<file path="src/spg_pkg.sv">
`timescale 1ns / 1ps

package spg_pkg;

   // shared restoring divider: remainder width, quotient width, step counter width
   localparam int DIV_W  = 36;
   localparam int QUO_W  = 20;
   localparam int STEP_W = 5;

   typedef struct packed {
      logic              start;
      logic [DIV_W-1:0]  num;
      logic [DIV_W-1:0]  dsh;    // divisor already shifted left by steps - 1
      logic [STEP_W-1:0] steps;
   } div_req_type;

   typedef struct packed {
      logic             done;
      logic [QUO_W-1:0] quo;
      logic [DIV_W-1:0] rem;
   } div_rsp_type;

endpackage

</file>
<file path="src/spg_div.sv">
`timescale 1ns / 1ps

module spg_div (
   input  logic                clock,
   input  logic                reset,
   input  spg_pkg::div_req_type req,
   output spg_pkg::div_rsp_type rsp
);

   logic [spg_pkg::DIV_W-1:0]  rem_ff, rem_in;
   logic [spg_pkg::DIV_W-1:0]  dsh_ff, dsh_in;
   logic [spg_pkg::QUO_W-1:0]  quo_ff, quo_in;
   logic [spg_pkg::STEP_W-1:0] cnt_ff, cnt_in;
   logic                       busy_ff, busy_in;
   logic                       done_ff, done_in;
   logic                       ge;

   assign ge = rem_ff >= dsh_ff;

   always_comb begin
      rem_in  = rem_ff;
      dsh_in  = dsh_ff;
      quo_in  = quo_ff;
      cnt_in  = cnt_ff;
      busy_in = busy_ff;
      done_in = 1'b0;
      if (req.start) begin
         rem_in  = req.num;
         dsh_in  = req.dsh;
         quo_in  = '0;
         cnt_in  = req.steps;
         busy_in = 1'b1;
      end else if (busy_ff) begin
         // one quotient bit per cycle
         if (ge) begin
            rem_in = rem_ff - dsh_ff;
         end
         quo_in = {quo_ff[spg_pkg::QUO_W-2:0], ge};
         dsh_in = dsh_ff >> 1;
         cnt_in = cnt_ff - spg_pkg::STEP_W'(1);
         if (cnt_ff == spg_pkg::STEP_W'(1)) begin
            busy_in = 1'b0;
            done_in = 1'b1;
         end
      end
   end

   always_ff @(posedge clock) begin
      rem_ff <= rem_in;
      dsh_ff <= dsh_in;
      quo_ff <= quo_in;
      if (reset) begin
         cnt_ff  <= '0;
         busy_ff <= 1'b0;
         done_ff <= 1'b0;
      end else begin
         cnt_ff  <= cnt_in;
         busy_ff <= busy_in;
         done_ff <= done_in;
      end
   end

   assign rsp.done = done_ff;
   assign rsp.quo  = quo_ff;
   assign rsp.rem  = rem_ff;

endmodule

</file>
<file path="src/stepper_position_pulse_generator.sv">
`timescale 1ns / 1ps

// Step/direction pulse generator.
// Input items (req_): kind 0 is one microsecond tick, kind 1 sets a target angle in
// centidegrees and a rate in steps per second (rate 0 keeps the old interval).
// Every item gives exactly one result item (rsp_): step and direction pin levels,
// position within one revolution and a moving flag, after the item is applied.
// Registers (csr_): index 0 run enable, 1 counts per revolution, 2 pulse width in
// ticks; csr_ready is always high. Write them only while the block is idle.
// A tick item is handled in the accept cycle and its result is valid the next cycle.
// A set-target item runs through one shared restoring divider, one quotient bit per
// cycle: angle reduction, a registered multiply, rounding division and, for a nonzero
// rate, the interval division. Its result is registered when the last division ends.
// One item is worked at a time; req_ready is low while the divider sequence runs or
// while a result waits on a stalled receiver and is not taken in the same cycle.
// Reset: run disabled, 3200 counts per revolution, 2 tick pulse, interval 5000,
// position and target zero, no step in progress.

module stepper_position_pulse_generator (
   input  logic               clock,
   input  logic               reset,
   input  logic               req_valid,
   output logic               req_ready,
   input  logic               req_kind,
   input  logic signed [23:0] req_target_angle,
   input  logic [15:0]        req_rate_sps,
   output logic               rsp_valid,
   input  logic               rsp_ready,
   output logic               rsp_step_level,
   output logic               rsp_dir_level,
   output logic [15:0]        rsp_position,
   output logic               rsp_moving,
   input  logic               csr_valid,
   output logic               csr_ready,
   input  logic [1:0]         csr_index,
   input  logic [15:0]        csr_data
);

   localparam logic       KIND_TICK      = 1'b0;
   localparam logic [1:0] CSR_RUN_ENABLE = 2'd0;
   localparam logic [1:0] CSR_COUNTS_REV = 2'd1;
   localparam logic [1:0] CSR_PULSE      = 2'd2;

   // multiple of 36000 that makes any 24-bit angle non-negative
   localparam logic [24:0] ANGLE_OFFSET = 25'd8424000;
   localparam logic [spg_pkg::DIV_W-1:0] MOD_DSH    = 36'd9216000;    // 36000 << 8
   localparam logic [spg_pkg::DIV_W-1:0] ROUND_BIAS = 36'd36000;
   localparam logic [spg_pkg::DIV_W-1:0] ROUND_DSH  = 36'd2359296000; // 72000 << 15
   localparam logic [spg_pkg::DIV_W-1:0] TICKS_SEC  = 36'd1000000;
   localparam logic [spg_pkg::STEP_W-1:0] MOD_STEPS   = 5'd9;
   localparam logic [spg_pkg::STEP_W-1:0] ROUND_STEPS = 5'd16;
   localparam logic [spg_pkg::STEP_W-1:0] RATE_STEPS  = 5'd20;

   typedef enum logic [2:0] {
      SEQ_IDLE, SEQ_MOD, SEQ_MUL, SEQ_DIV, SEQ_RATE
   } seq_type;

   typedef enum logic [1:0] {
      PH_IDLE, PH_HIGH, PH_LOW
   } phase_type;

   seq_type     seq_ff, seq_in;
   phase_type   phase_ff, phase_in;
   logic        run_ff, run_in;
   logic [15:0] cpr_ff, cpr_in;
   logic [9:0]  pulse_ff, pulse_in;
   logic [15:0] pos_ff, pos_in;
   logic [15:0] tgt_ff, tgt_in;
   logic [19:0] interval_ff, interval_in;
   logic [19:0] pcnt_ff, pcnt_in;
   logic        dir_ff, dir_in;
   logic [15:0] rate_ff, rate_in;
   logic [31:0] prod_ff, prod_in;

   logic        rsp_valid_ff, rsp_valid_in;
   logic        rsp_step_ff, rsp_step_in;
   logic        rsp_dir_ff, rsp_dir_in;
   logic [15:0] rsp_pos_ff, rsp_pos_in;
   logic        rsp_moving_ff, rsp_moving_in;

   logic        accept;
   logic        fin;
   logic [9:0]  width_m1;
   logic [24:0] angle_u;

   spg_pkg::div_req_type div_req;
   spg_pkg::div_rsp_type div_rsp;

   spg_div u_div (
      .clock (clock),
      .reset (reset),
      .req   (div_req),
      .rsp   (div_rsp)
   );

   assign req_ready = (seq_ff == SEQ_IDLE) && (!rsp_valid_ff || rsp_ready);
   assign accept    = req_valid && req_ready;
   assign csr_ready = 1'b1;
   assign width_m1  = (pulse_ff == 10'd0) ? 10'd0 : pulse_ff - 10'd1;
   assign angle_u   = {req_target_angle[23], req_target_angle} + ANGLE_OFFSET;

   always_comb begin
      seq_in      = seq_ff;
      phase_in    = phase_ff;
      run_in      = run_ff;
      cpr_in      = cpr_ff;
      pulse_in    = pulse_ff;
      pos_in      = pos_ff;
      tgt_in      = tgt_ff;
      interval_in = interval_ff;
      pcnt_in     = pcnt_ff;
      dir_in      = dir_ff;
      rate_in     = rate_ff;
      prod_in     = prod_ff;
      fin         = 1'b0;

      div_req.start = 1'b0;
      div_req.num   = '0;
      div_req.dsh   = '0;
      div_req.steps = '0;

      rsp_valid_in  = rsp_valid_ff && !rsp_ready;
      rsp_step_in   = rsp_step_ff;
      rsp_dir_in    = rsp_dir_ff;
      rsp_pos_in    = rsp_pos_ff;
      rsp_moving_in = rsp_moving_ff;

      if (csr_valid) begin
         unique case (csr_index)
            CSR_RUN_ENABLE: run_in   = csr_data[0];
            CSR_COUNTS_REV: cpr_in   = csr_data;
            CSR_PULSE:      pulse_in = csr_data[9:0];
            default: ;
         endcase
      end

      unique case (seq_ff)
         SEQ_IDLE: begin
            if (accept) begin
               if (req_kind == KIND_TICK) begin
                  fin = 1'b1;
                  unique case (phase_ff)
                     PH_HIGH: begin
                        if (pcnt_ff != 20'd0) begin
                           pcnt_in = pcnt_ff - 20'd1;
                        end else begin
                           pos_in   = dir_ff ? pos_ff + 16'd1 : pos_ff - 16'd1;
                           pcnt_in  = interval_ff;
                           phase_in = (interval_ff == 20'd0) ? PH_IDLE : PH_LOW;
                        end
                     end
                     PH_LOW: begin
                        if (pcnt_ff != 20'd0) begin
                           pcnt_in = pcnt_ff - 20'd1;
                        end
                        if (pcnt_ff <= 20'd1) begin
                           phase_in = PH_IDLE;
                        end
                     end
                     PH_IDLE: begin
                        if (run_ff && pos_ff != tgt_ff) begin
                           dir_in   = tgt_ff > pos_ff;
                           phase_in = PH_HIGH;
                           pcnt_in  = {10'd0, width_m1};
                        end
                     end
                     default: phase_in = PH_IDLE;
                  endcase
               end else if (cpr_ff == 16'd0) begin
                  fin = 1'b1;
               end else begin
                  rate_in       = req_rate_sps;
                  div_req.start = 1'b1;
                  div_req.num   = {11'd0, angle_u};
                  div_req.dsh   = MOD_DSH;
                  div_req.steps = MOD_STEPS;
                  seq_in        = SEQ_MOD;
               end
            end
         end
         SEQ_MOD: begin
            if (div_rsp.done) begin
               prod_in = {16'd0, div_rsp.rem[15:0]} * {16'd0, cpr_ff};
               seq_in  = SEQ_MUL;
            end
         end
         SEQ_MUL: begin
            div_req.start = 1'b1;
            div_req.num   = {3'd0, prod_ff, 1'b0} + ROUND_BIAS;
            div_req.dsh   = ROUND_DSH;
            div_req.steps = ROUND_STEPS;
            seq_in        = SEQ_DIV;
         end
         SEQ_DIV: begin
            if (div_rsp.done) begin
               tgt_in = div_rsp.quo[15:0];
               if (rate_ff != 16'd0) begin
                  div_req.start = 1'b1;
                  div_req.num   = TICKS_SEC;
                  div_req.dsh   = {1'b0, rate_ff, 19'd0};
                  div_req.steps = RATE_STEPS;
                  seq_in        = SEQ_RATE;
               end else begin
                  fin    = 1'b1;
                  seq_in = SEQ_IDLE;
               end
            end
         end
         SEQ_RATE: begin
            if (div_rsp.done) begin
               interval_in = div_rsp.quo;
               fin         = 1'b1;
               seq_in      = SEQ_IDLE;
            end
         end
         default: seq_in = SEQ_IDLE;
      endcase

      // result item shows the state after the item is applied
      if (fin) begin
         rsp_valid_in  = 1'b1;
         rsp_step_in   = phase_in == PH_HIGH;
         rsp_dir_in    = dir_in;
         rsp_pos_in    = pos_in;
         rsp_moving_in = (pos_in != tgt_in) || (phase_in != PH_IDLE);
      end
   end

   always_ff @(posedge clock) begin
      rate_ff       <= rate_in;
      prod_ff       <= prod_in;
      rsp_step_ff   <= rsp_step_in;
      rsp_dir_ff    <= rsp_dir_in;
      rsp_pos_ff    <= rsp_pos_in;
      rsp_moving_ff <= rsp_moving_in;
      if (reset) begin
         seq_ff       <= SEQ_IDLE;
         phase_ff     <= PH_IDLE;
         run_ff       <= 1'b0;
         cpr_ff       <= 16'd3200;
         pulse_ff     <= 10'd2;
         pos_ff       <= '0;
         tgt_ff       <= '0;
         interval_ff  <= 20'd5000;
         pcnt_ff      <= '0;
         dir_ff       <= 1'b0;
         rsp_valid_ff <= 1'b0;
      end else begin
         seq_ff       <= seq_in;
         phase_ff     <= phase_in;
         run_ff       <= run_in;
         cpr_ff       <= cpr_in;
         pulse_ff     <= pulse_in;
         pos_ff       <= pos_in;
         tgt_ff       <= tgt_in;
         interval_ff  <= interval_in;
         pcnt_ff      <= pcnt_in;
         dir_ff       <= dir_in;
         rsp_valid_ff <= rsp_valid_in;
      end
   end

   assign rsp_valid      = rsp_valid_ff;
   assign rsp_step_level = rsp_step_ff;
   assign rsp_dir_level  = rsp_dir_ff;
   assign rsp_position   = rsp_pos_ff;
   assign rsp_moving     = rsp_moving_ff;

endmodule
</file>
<file path="config.mk">
export PLATFORM = sky130hd
export DESIGN_NAME = stepper_position_pulse_generator
export DESIGN_NICKNAME = d
export VERILOG_FILES = /design/src/spg_pkg.sv /design/src/spg_div.sv /design/src/stepper_position_pulse_generator.sv
export SDC_FILE = /design/constraint.sdc
export NUM_CORES = 1
export LEC_CHECK = 0
export ABC_CLOCK_PERIOD_IN_PS = 7500
export BUFFER_PORTS_ARGS = -buffer_cell sky130_fd_sc_hd__buf_2
export CORE_ASPECT_RATIO = 2
export CORE_MARGIN = 3
export CORE_UTILIZATION = 39
export DETAILED_ROUTE_END_ITERATION = 8
export PLACE_DENSITY = 0.56
export SLEW_MARGIN = 0
export SYNTH_ARGS = -nofsm -noshare
export SYNTH_HDL_FRONTEND = slang
export SYNTH_SLANG_ARGS = --single-unit
</file>
<file path="constraint.sdc">
create_clock -name clock -period 7.5 [get_ports clock]
set_clock_uncertainty 0.15 [all_clocks]
set_input_delay 0 -clock clock [delete_from_list [all_inputs] [get_ports clock]]
set_output_delay 0 -clock clock [all_outputs]
set_load 0.01 [all_outputs]
</file>
* Word-level counts from Yosys, hierarchy flattened
Cells that the tools add are included. W data, S select, Z words.
Cells by class: $lt $le $gt $ge 3, multipliers 1, eq/ne operators 20, add/sub/neg operators 8, bitwise gates (word level) 3, mux-type cells 59, reductions and logical operators 30
Operators with widths (number):
- $mux W78 | 5
- $pmux W78 S3 | 1
- $mux W36 | 5
- $mux W16 | 8
- $mux W20 | 3
- $pmux W20 S3 | 1
- $ge A36 B36 Y1 | 1
- $sub A36 B36 Y36 | 1
- $add A33 B16 Y34 const B | 1
- $mul A16 B16 Y32 | 1
- $ne A16 B16 Y1 | 2
- $add A25 B24 Y25 const B | 1
- $mux W3 | 7
- $le A20 B1 Y1 const B | 1
- $logic_not A20 Y1 | 1
- $reduce_bool A20 Y1 | 1
- $sub A20 B1 Y20 const B | 1
- $add A16 B1 Y16 const B | 1
- $gt A16 B16 Y1 | 1
- $logic_not A16 Y1 | 1
- $mux W1 | 16
- $reduce_bool A16 Y1 | 1
- $sub A16 B1 Y16 const B | 1
- $pmux W3 S5 | 1
- other kinds (28) | 61
Word-level totals: input bits 64, output and inout bits 22, register bits 272, word-level logic and storage cells 147

* Logic depth before layout (Yosys ltp)
Gate-level depths: netlist of the first run.
depth after elaboration 9, depth in mapped cells 24, mapped depth without buffers 23

* By module
Synthesis of the first run repeated with hierarchy kept, for this count alone.
Unflattened totals: cells, all modules 2713, area, all modules 23938.0 sq um
By module, submodules not included:
- stepper_position_pulse_generator | sequential area each 4134.0 sq um, cells each 2042, area each 17820.8 sq um, times used 1
- spg_div | sequential area each 2702.6 sq um, cells each 671, area each 6117.1 sq um, times used 1

* Least setup slack after synthesis of the first run
OpenSTA, ideal clock, no wires.
kind flip-flop to flip-flop, start reg cpr_ff[9], end reg prod_ff[31] (data pin), arrival 6053 ps, path buffers 2, cell stages (with the launch flop) 22, data required time 7090 ps, setup slack 1037 ps, setup time 260 ps, clock period less this slack 6463 ps, cell sequence dfxtp_1 -> clkbuf_1 -> clkbuf_1 -> nand2_1 -> fa_1 -> fa_1 -> inv_1 -> fa_1 -> fa_1 -> fa_1 -> inv_1 -> fa_1 -> inv_1 -> ha_1 -> a2111oi_0 -> nand3_1 -> a2111oi_0 -> nor2b_1 -> a221oi_2 -> o2111ai_1 -> a21oi_1 -> xnor2_1
Between the ends: longest elaborated chain between the ends 1
Ends and longest elaborated chain:
- from (decl) | line stepper_position_pulse_generator.sv:65 | logic [15:0] cpr_ff, cpr_in;
- from (signal assigned) | line stepper_position_pulse_generator.sv:252 | cpr_ff <= cpr_in;
- $mul A16 B16 Y32 | line stepper_position_pulse_generator.sv:183 | prod_in = {16'd0, div_rsp.rem[15:0]} * {16'd0, cpr_ff};
- to (signal assigned) | line stepper_position_pulse_generator.sv:231 | prod_ff <= prod_in;
- to (decl) | line stepper_position_pulse_generator.sv:73 | logic [31:0] prod_ff, prod_in;
Every way passes these cells. A chain may end at the register's enable or synchronous reset.

* Final worst setup path of the first run
start reg u_div.rem_ff[5] in the netlist's numbering, end reg prod_ff[31] (data pin)
Between the ends: longest elaborated chain between the ends 1
Ends and longest elaborated chain:
- from (decl) | line spg_div.sv:10 | logic [spg_pkg::DIV_W-1:0] rem_ff, rem_in;
- from (signal assigned) | line spg_div.sv:49 | rem_ff <= rem_in;
- $mul A16 B16 Y32 | line stepper_position_pulse_generator.sv:183
Every way passes these cells.

==> results of run 1 <==
-- cell usage after synthesis (11+ instances only) --
cell type / instances / share of area [%]
xor2_1: 64 / 2.4
fa_1: 196 / 17
edfxtp_1: 138 / 18
o21ai_0: 93 / 2.0
a211oi_1: 26 / 0.82
nand3b_1: 14 / 0.44
nand4_1: 15 / 0.40
o22ai_1: 15 / 0.40
a21o_1: 34 / 1.1
nor4_1: 23 / 0.61
nor2_1: 182 / 2.9
and3_1: 27 / 0.71
nor3_1: 41 / 0.87
o31ai_1: 20 / 0.63
o21a_1: 22 / 0.70
ha_1: 177 / 9.4
nand2b_1: 12 / 0.32
or3_1: 11 / 0.29
nand3_1: 32 / 0.68
nor2b_1: 26 / 0.69
inv_1: 307 / 4.9
mux2i_1: 54 / 2.3
dfxtp_1: 133 / 11
a21oi_1: 123 / 2.6
nand2_1: 327 / 5.2
and2_1: 132 / 3.5
clkbuf_1: 95 / 1.5
xnor2_1: 75 / 2.8
o221ai_1: 12 / 0.44
a22oi_1: 13 / 0.41
-- registers in the layout, indices dropped and copies added (netlist names), 16 cells and up --
| name | cells |
|---|---|
| interval_ff | 20 |
| rsp_position | 16 |
| pcnt_ff | 20 |
| prod_ff | 32 |
| u_div.rem_ff | 36 |
| tgt_ff | 16 |
| u_div.quo_ff | 20 |
| u_div.dsh_ff | 35 |
| pos_ff | 16 |
| cpr_ff | 16 |
| rate_ff | 16 |
-- repair_timing --
item | 4_1_cts | 5_1_grt
buffers inserted | 0 | 4
endpoints found under the hold margin | 101 | 0
setup endpoints to repair | 0 | 1
hold buffers | 108 | 0
-- cell type report --
class / count / area, µm² / area share [%]
multi-input combinational: 1912 / 15300 / 56.5
sequential: 271 / 6810 / 25.1
timing repair buffer: 251 / 1950 / 7.17
inverter: 307 / 1150 / 4.25
tap: 774 / 968 / 3.57
clock buffer: 32 / 737 / 2.72
clock inverter: 22 / 201 / 0.742
-- final timing paths --
kind	startpoint	end	slack (ns)	depth (start not counted)
setup / recovery	u_div.rem_ff[5]$_DFFE_PP_	prod_ff[31]$_DFFE_PP_	0.41	18
hold / removal	csr_valid	cpr_ff[7]$_SDFFE_PP1P_	0.08	4
setup reg to reg	u_div.rem_ff[5]$_DFFE_PP_	prod_ff[31]$_DFFE_PP_	0.41	18
hold reg to reg	u_div.quo_ff[19]$_SDFFE_PP0P_	interval_ff[19]$_SDFFE_PP0P_	0.31	2
-- layer usage --
layer | track usage (%) | share of wire [%]
met1 | 21.7 | 31
met2 | 49.0 | 56
met3 | 2.08 | 3.2
met4 | 20.3 | 10
met5 | 0 | 0
-- power by group through the flow --
| stage | Clock, mW | Combinational (mW) | Sequential (mW) |
|---|---|---|---|
| 2_1_floorplan | 0 | 3.15 | 1.92 |
| 4_1_cts | 1.50 | 4.77 | 1.96 |
| 6_report | 1.46 | 4.72 | 1.95 |
| 5_1_grt | 1.55 | 5.24 | 1.96 |
| 3_5_place_dp | 0 | 4.69 | 1.99 |
| 3_3_place_gp | 0 | 4.66 | 1.99 |
-- worst max-delay path: cells and delay by family (launching register included) --
kind                       cells  cell delay, ns
and+or+nand+nor                3            0.58
adders and majority gates      7            3.43
DFF                            1            0.65
xor gates and xnor gates       1            0.08
buffers and inverters          2            0.13
AOI/OAI and AO/OA              5            1.80
-- cells by family (layout without fill, tap and decap cells) --
kind of cell,count (synthesis),after routing,share of synthesized area [%]
and+or+nand+nor,888,888,18.4
AOI/OAI and AO/OA,454,454,12.6
buffers and inverters,413,612,6.68
adders and majority gates,373,373,25.9
DFF,271,271,28.8
xor gates and xnor gates,140,140,5.24
muxes,56,56,2.38
other,1,1,0.0158
-- metrics by stage --
step / std cells / utilization, % / setup slack (ns) / power (mW) / hold WS, ns
2_1_floorplan: 2596 / - / 1.04 / 5.07 / -0.0511
3_3_place_gp: 3403 / 41.8 / 0.542 / 6.65 / 0.0305
3_5_place_dp: 3403 / 41.8 / 0.351 / 6.68 / 0.0295
4_1_cts: 3565 / 45.1 / 0.319 / 8.23 / 0.0433
5_1_grt: 3569 / 45.2 / 0.0555 / 8.75 / 0.0902
6_report: 3569 / 45.2 / 0.412 / 8.14 / 0.0777
==> flow_summary.toml, run 1 <==
[layout]
final_common_cell = "nand2_1"
fill_cells = 5878
final_cell_mix = "326 x nand2_1, 306 x inv_1, 196 x fa_1"
diodes = 0
fin_area_um2 = 27100
syn_to_final_growth_pct = 14.6
nets = 3209
post_route_cells_drive_above_1_share_pct = 8.59

[pwr]
irDropWorstVdd_mv = 0.309
pwr-share-comb_pct = 58.0
p_int_mw = 4.42
power.density_nw_per_um2 = 300
pwr-share-seq_pct = 24.0
netSwitchingFraction_pct = 45.6
power_frac_clock_pct = 18.0
switchingPower_mw = 3.71
leakagePower_nw = 12.0

[min_path]
min_path_type = "primary input to register"

[setup_path]
start_kind = "register"
crit_path_frequent_cell = "fa_1"
path_class = "register to register"
cp_slowest_cell = "edfxtp_1"
end_kind = "register"
arrival_ns = 7.28
cp_max_fo = 9
cp.required_ns = 7.69
slowest_delay_ns = 0.65
path_cells = "and2_1, fa_1, fa_1, fa_1, fa_1, fa_1, inv_1, fa_1, inv_1, ha_1, a2111oi_0, nand3_1, a2111oi_0, nor2b_1, a221oi_2, o2111ai_1, a21oi_1, xnor2_1"

[detailed_routing]
viasPerCell = 5.54
wl_mm = 79.7
vias = 19800
postRouteAntennaNets = 0
drt-initial-drc-count = 1206
post_drt_wl_per_cell_um = 22.3
dr.pass1.iters = 6
drc = 0

[clock_tree]
ctsResizeCount = 0
cts.sinks = 271
clock_path_buffers = 3
cts_root_buffer = "clkbuf_16"
clk_pin_slew_ns = 0.07
cts_inserted_buffers = 29
tritoncts = "built"
clk_latency_ns = 0.61
htree_num_levels = 1

[grt]
grt_max_degree = 64
track_usage_pct = 24.6
antenna_found_initial = 0
grt_pass1_wl_mm = 121
grt_pass1_vias = 21200
overflow = 0

[synthesis]
syn_inst = 2596
synthFlopType = "edfxtp_1"
yosys_warnings = 0
synthArstFlopShare_pct = 0
synthesis.nets = 3033
syn_avg_cell_area_um2 = 9.12
syn_area_um2 = 23700
synth_edf_count = 138
ys_ff_latch = 271
ys_types = 93
seq_area_frac_synth_pct = 28.8

[status]
status = "completed"

[die]
row_count = 127
initial_core_util_pct = 39.4
dieHeight_um = 354
dieArea_um2 = 63900
ios = 86
core_um2 = 60100
die_w_um = 180

[sta]
max_freq_mhz = 141
rsz0062_at_grt = "no"
fin_tns_setup_ns = 0
drv_slew = 0
fin_crit_ns = 7.09
hold_viol = 0
relSlewSlack_pct = 24.9
period_share_pct = 94.5
tightest_slew_ns = 1.11
setup_viol = 0

[place]
placed_area_um2 = 25100
io_buffers = 84
dpl.hpwl_mm = 63.0
gp_congestion = 0.938

[job]
drv_cap = 0
(Power assumes the default switching activity.)
==> run 2, diff against run 1 <==
--- a/config.mk
+++ b/config.mk
@@ -8,7 +8,7 @@
 export ABC_CLOCK_PERIOD_IN_PS = 7500
 export BUFFER_PORTS_ARGS = -buffer_cell sky130_fd_sc_hd__buf_2
 export CORE_ASPECT_RATIO = 2
-export CORE_MARGIN = 3
+export CORE_MARGIN = 2
 export CORE_UTILIZATION = 39
 export DETAILED_ROUTE_END_ITERATION = 8
 export PLACE_DENSITY = 0.56
@@ -16,3 +16,4 @@
 export SYNTH_ARGS = -nofsm -noshare
 export SYNTH_HDL_FRONTEND = slang
 export SYNTH_SLANG_ARGS = --single-unit
+export TNS_END_PERCENT = 1
==> run 2 against run 1 <==
Against the previous run: clock power hardly changed; total power is 0.67% higher; clock-buffer cell count is 3 higher; cell count is 0.67% lower; fmax is 0.34% lower; sequential share of layout area is 0.16 points higher; sequential power hardly changed; wire length is 0.20% lower; critical path depth is 5 higher; worst setup slack worse by 0.024 ns; critical path type unchanged; highest routed layer unchanged.
==> flow_summary.toml, run 2 (synthesis gave the netlist of run 1 again) <==
[detailed_routing]
dr.pass1.iters = 9
drc = 0
wl_mm = 79.5
postRouteAntennaNets = 0
drt-initial-drc-count = 1033
post_drt_wl_per_cell_um = 22.4
viasPerCell = 5.48
vias = 19400

[die]
dieArea_um2 = 62800
dieHeight_um = 352
row_count = 127
ios = 86
initial_core_util_pct = 39.4
die_w_um = 178
core_um2 = 60100

[setup_path]
timing.rr.end = "prod_ff[31]$_DFFE_PP_"
cp.required_ns = 7.67
start_kind = "register"
timing.rr.start = "u_div.rem_ff[3]$_DFFE_PP_"
reg2regPathDepth = 23
cp_max_fo = 12
r2r_setup_slack_ns = 0.39
path_class = "register to register"
end_kind = "register"
arrival_ns = 7.28

[grt]
grt_pass1_vias = 20600
track_usage_pct = 25.3
grt_pass1_wl_mm = 119
grt_max_degree = 101
antenna_found_initial = 1
overflow = 0

[place]
gp_congestion = 0.987
dpl.hpwl_mm = 63.7
io_buffers = 84

[layout]
final_cell_mix = "326 x nand2_1, 306 x inv_1, 196 x fa_1"
reg.largest.list = "u_div.rem_ff (36), u_div.dsh_ff (35), prod_ff (32)"
post_route_cells_drive_above_1_share_pct = 8.63
fill_cells = 5874
final_common_cell = "nand2_1"
nets = 3188
regArea_um2 = 6810
diodes = 0
syn_to_final_growth_pct = 13.9
largest_register_ffs = 36
multi_input_area_um2 = 15300
top_register = "u_div.rem_ff"

[clock_tree]
tritoncts = "built"
cts_root_buffer = "clkbuf_16"
clk_latency_ns = 0.58
cts_inserted_buffers = 26
clock_path_buffers = 3
cts.sinks = 271
htree_num_levels = 1
clk_pin_slew_ns = 0.07

[pwr]
power_mw = 8.19
leakagePower_nw = 11.9
power.density_nw_per_um2 = 304
irDropWorstVdd_mv = 0.325

[min_path]
worstHoldStart = "req_target_angle[7]"
min_path_type = "primary input to register"
holdPathEnd = "u_div.rem_ff[9]$_DFFE_PP_"
hold_depth = 5

[sta]
rsz0062_at_grt = "no"
hold_viol = 0
drv_slew = 0
relSlewSlack_pct = 18.0
fin_crit_ns = 7.11
setup_viol = 0
period_share_pct = 94.8
tightest_slew_ns = 1.22
fin_tns_setup_ns = 0
max_freq_mhz = 141

[status]
status = "completed"

[job]
drv_cap = 0
[run 2: cell count changes in the layout (fill, tap and decap cells not counted), sizes merged]
| cell | delta |
|---|---|
| dlygate4sd3 | -22 |
| inv | -9 |
| buf | +4 |
| bufinv | +3 |
| clkbuf | +3 |
| clkinvlp | -3 |
[run 2: layer usage]
metal,share of wire [%],track usage (%),vias up
li1,-,-,9050
met1,31,22.4,9637
met4,9.6,20.1,0
met2,57,50.6,501
met3,2.4,1.57,247
met5,0,0,-
[run 2: worst max path at each step]
stage	from	to	slack [ns]	cells past startpoint
floorplan	cpr_ff[9]$_SDFFE_PP0P_	prod_ff[31]$_DFFE_PP_	1.04	21
global placement	u_div.rem_ff[6]$_DFFE_PP_	prod_ff[31]$_DFFE_PP_	0.59	18
detailed placement	u_div.rem_ff[3]$_DFFE_PP_	prod_ff[31]$_DFFE_PP_	0.46	23
CTS	u_div.rem_ff[3]$_DFFE_PP_	prod_ff[31]$_DFFE_PP_	0.41	23
global route	u_div.rem_ff[3]$_DFFE_PP_	prod_ff[31]$_DFFE_PP_	0.002	18
finish	u_div.rem_ff[3]$_DFFE_PP_	prod_ff[31]$_DFFE_PP_	0.39	23
[run 2: where the power goes]
part	internal (mW)	switching [mW]
combinational	1.85	2.93
sequential	1.84	0.101
clock	0.823	0.650
total	4.51	3.68
[run 2: final cells by class]
cell class                      count  area share [%]
Timing Repair Buffer              233            6.61
Inverter                          307            4.27
Clock inverter                     13           0.626
Sequential cell                   271            25.2
Clock buffer                       35            2.81
Tap cell                          774            3.59
Multi-Input combinational cell   1912            56.8
[run 2: critical path, cell delays in order (launching register included)]
cell and delay [ns]:
edfxtp_1 0.75, buf_4 0.25, nand2_1 0.08, fa_1 0.55, inv_1 0.06, fa_1 0.48
inv_1 0.13, fa_1 0.40, inv_1 0.09, fa_1 0.45, fa_1 0.58, inv_1 0.07
fa_1 0.53, inv_1 0.05, ha_1 0.35, and2_1 0.20, nand3_1 0.12, a2111oi_1 0.09
a2111oi_0 0.46, nor2b_1 0.15, a221oi_2 0.37, o2111ai_1 0.18, a21oi_1 0.21, xnor2_1 0.08
[run 2: metrics by stage]
stage	instances	setup slack (ns)	util, %	hold WS (ns)	instance area [µm²]
2_1_floorplan	2596	1.04	-	-0.0511	23700
3_3_place_gp	3406	0.594	41.8	0.0284	25100
3_5_place_dp	3406	0.456	41.8	0.0291	25100
4_1_cts	3539	0.407	44.8	0.000914	26900
5_1_grt	3545	0.00225	44.9	0.0105	27000
6_report	3545	0.387	44.9	0.00594	27000
[run 2: repair_timing]
action                                  4_1_cts  5_1_grt
hold buffers                                 85        1
endpoints found under the hold margin        86        1
buffers inserted                              0        5
resized for setup                             0        1
endpoints found under the setup margin        0        1
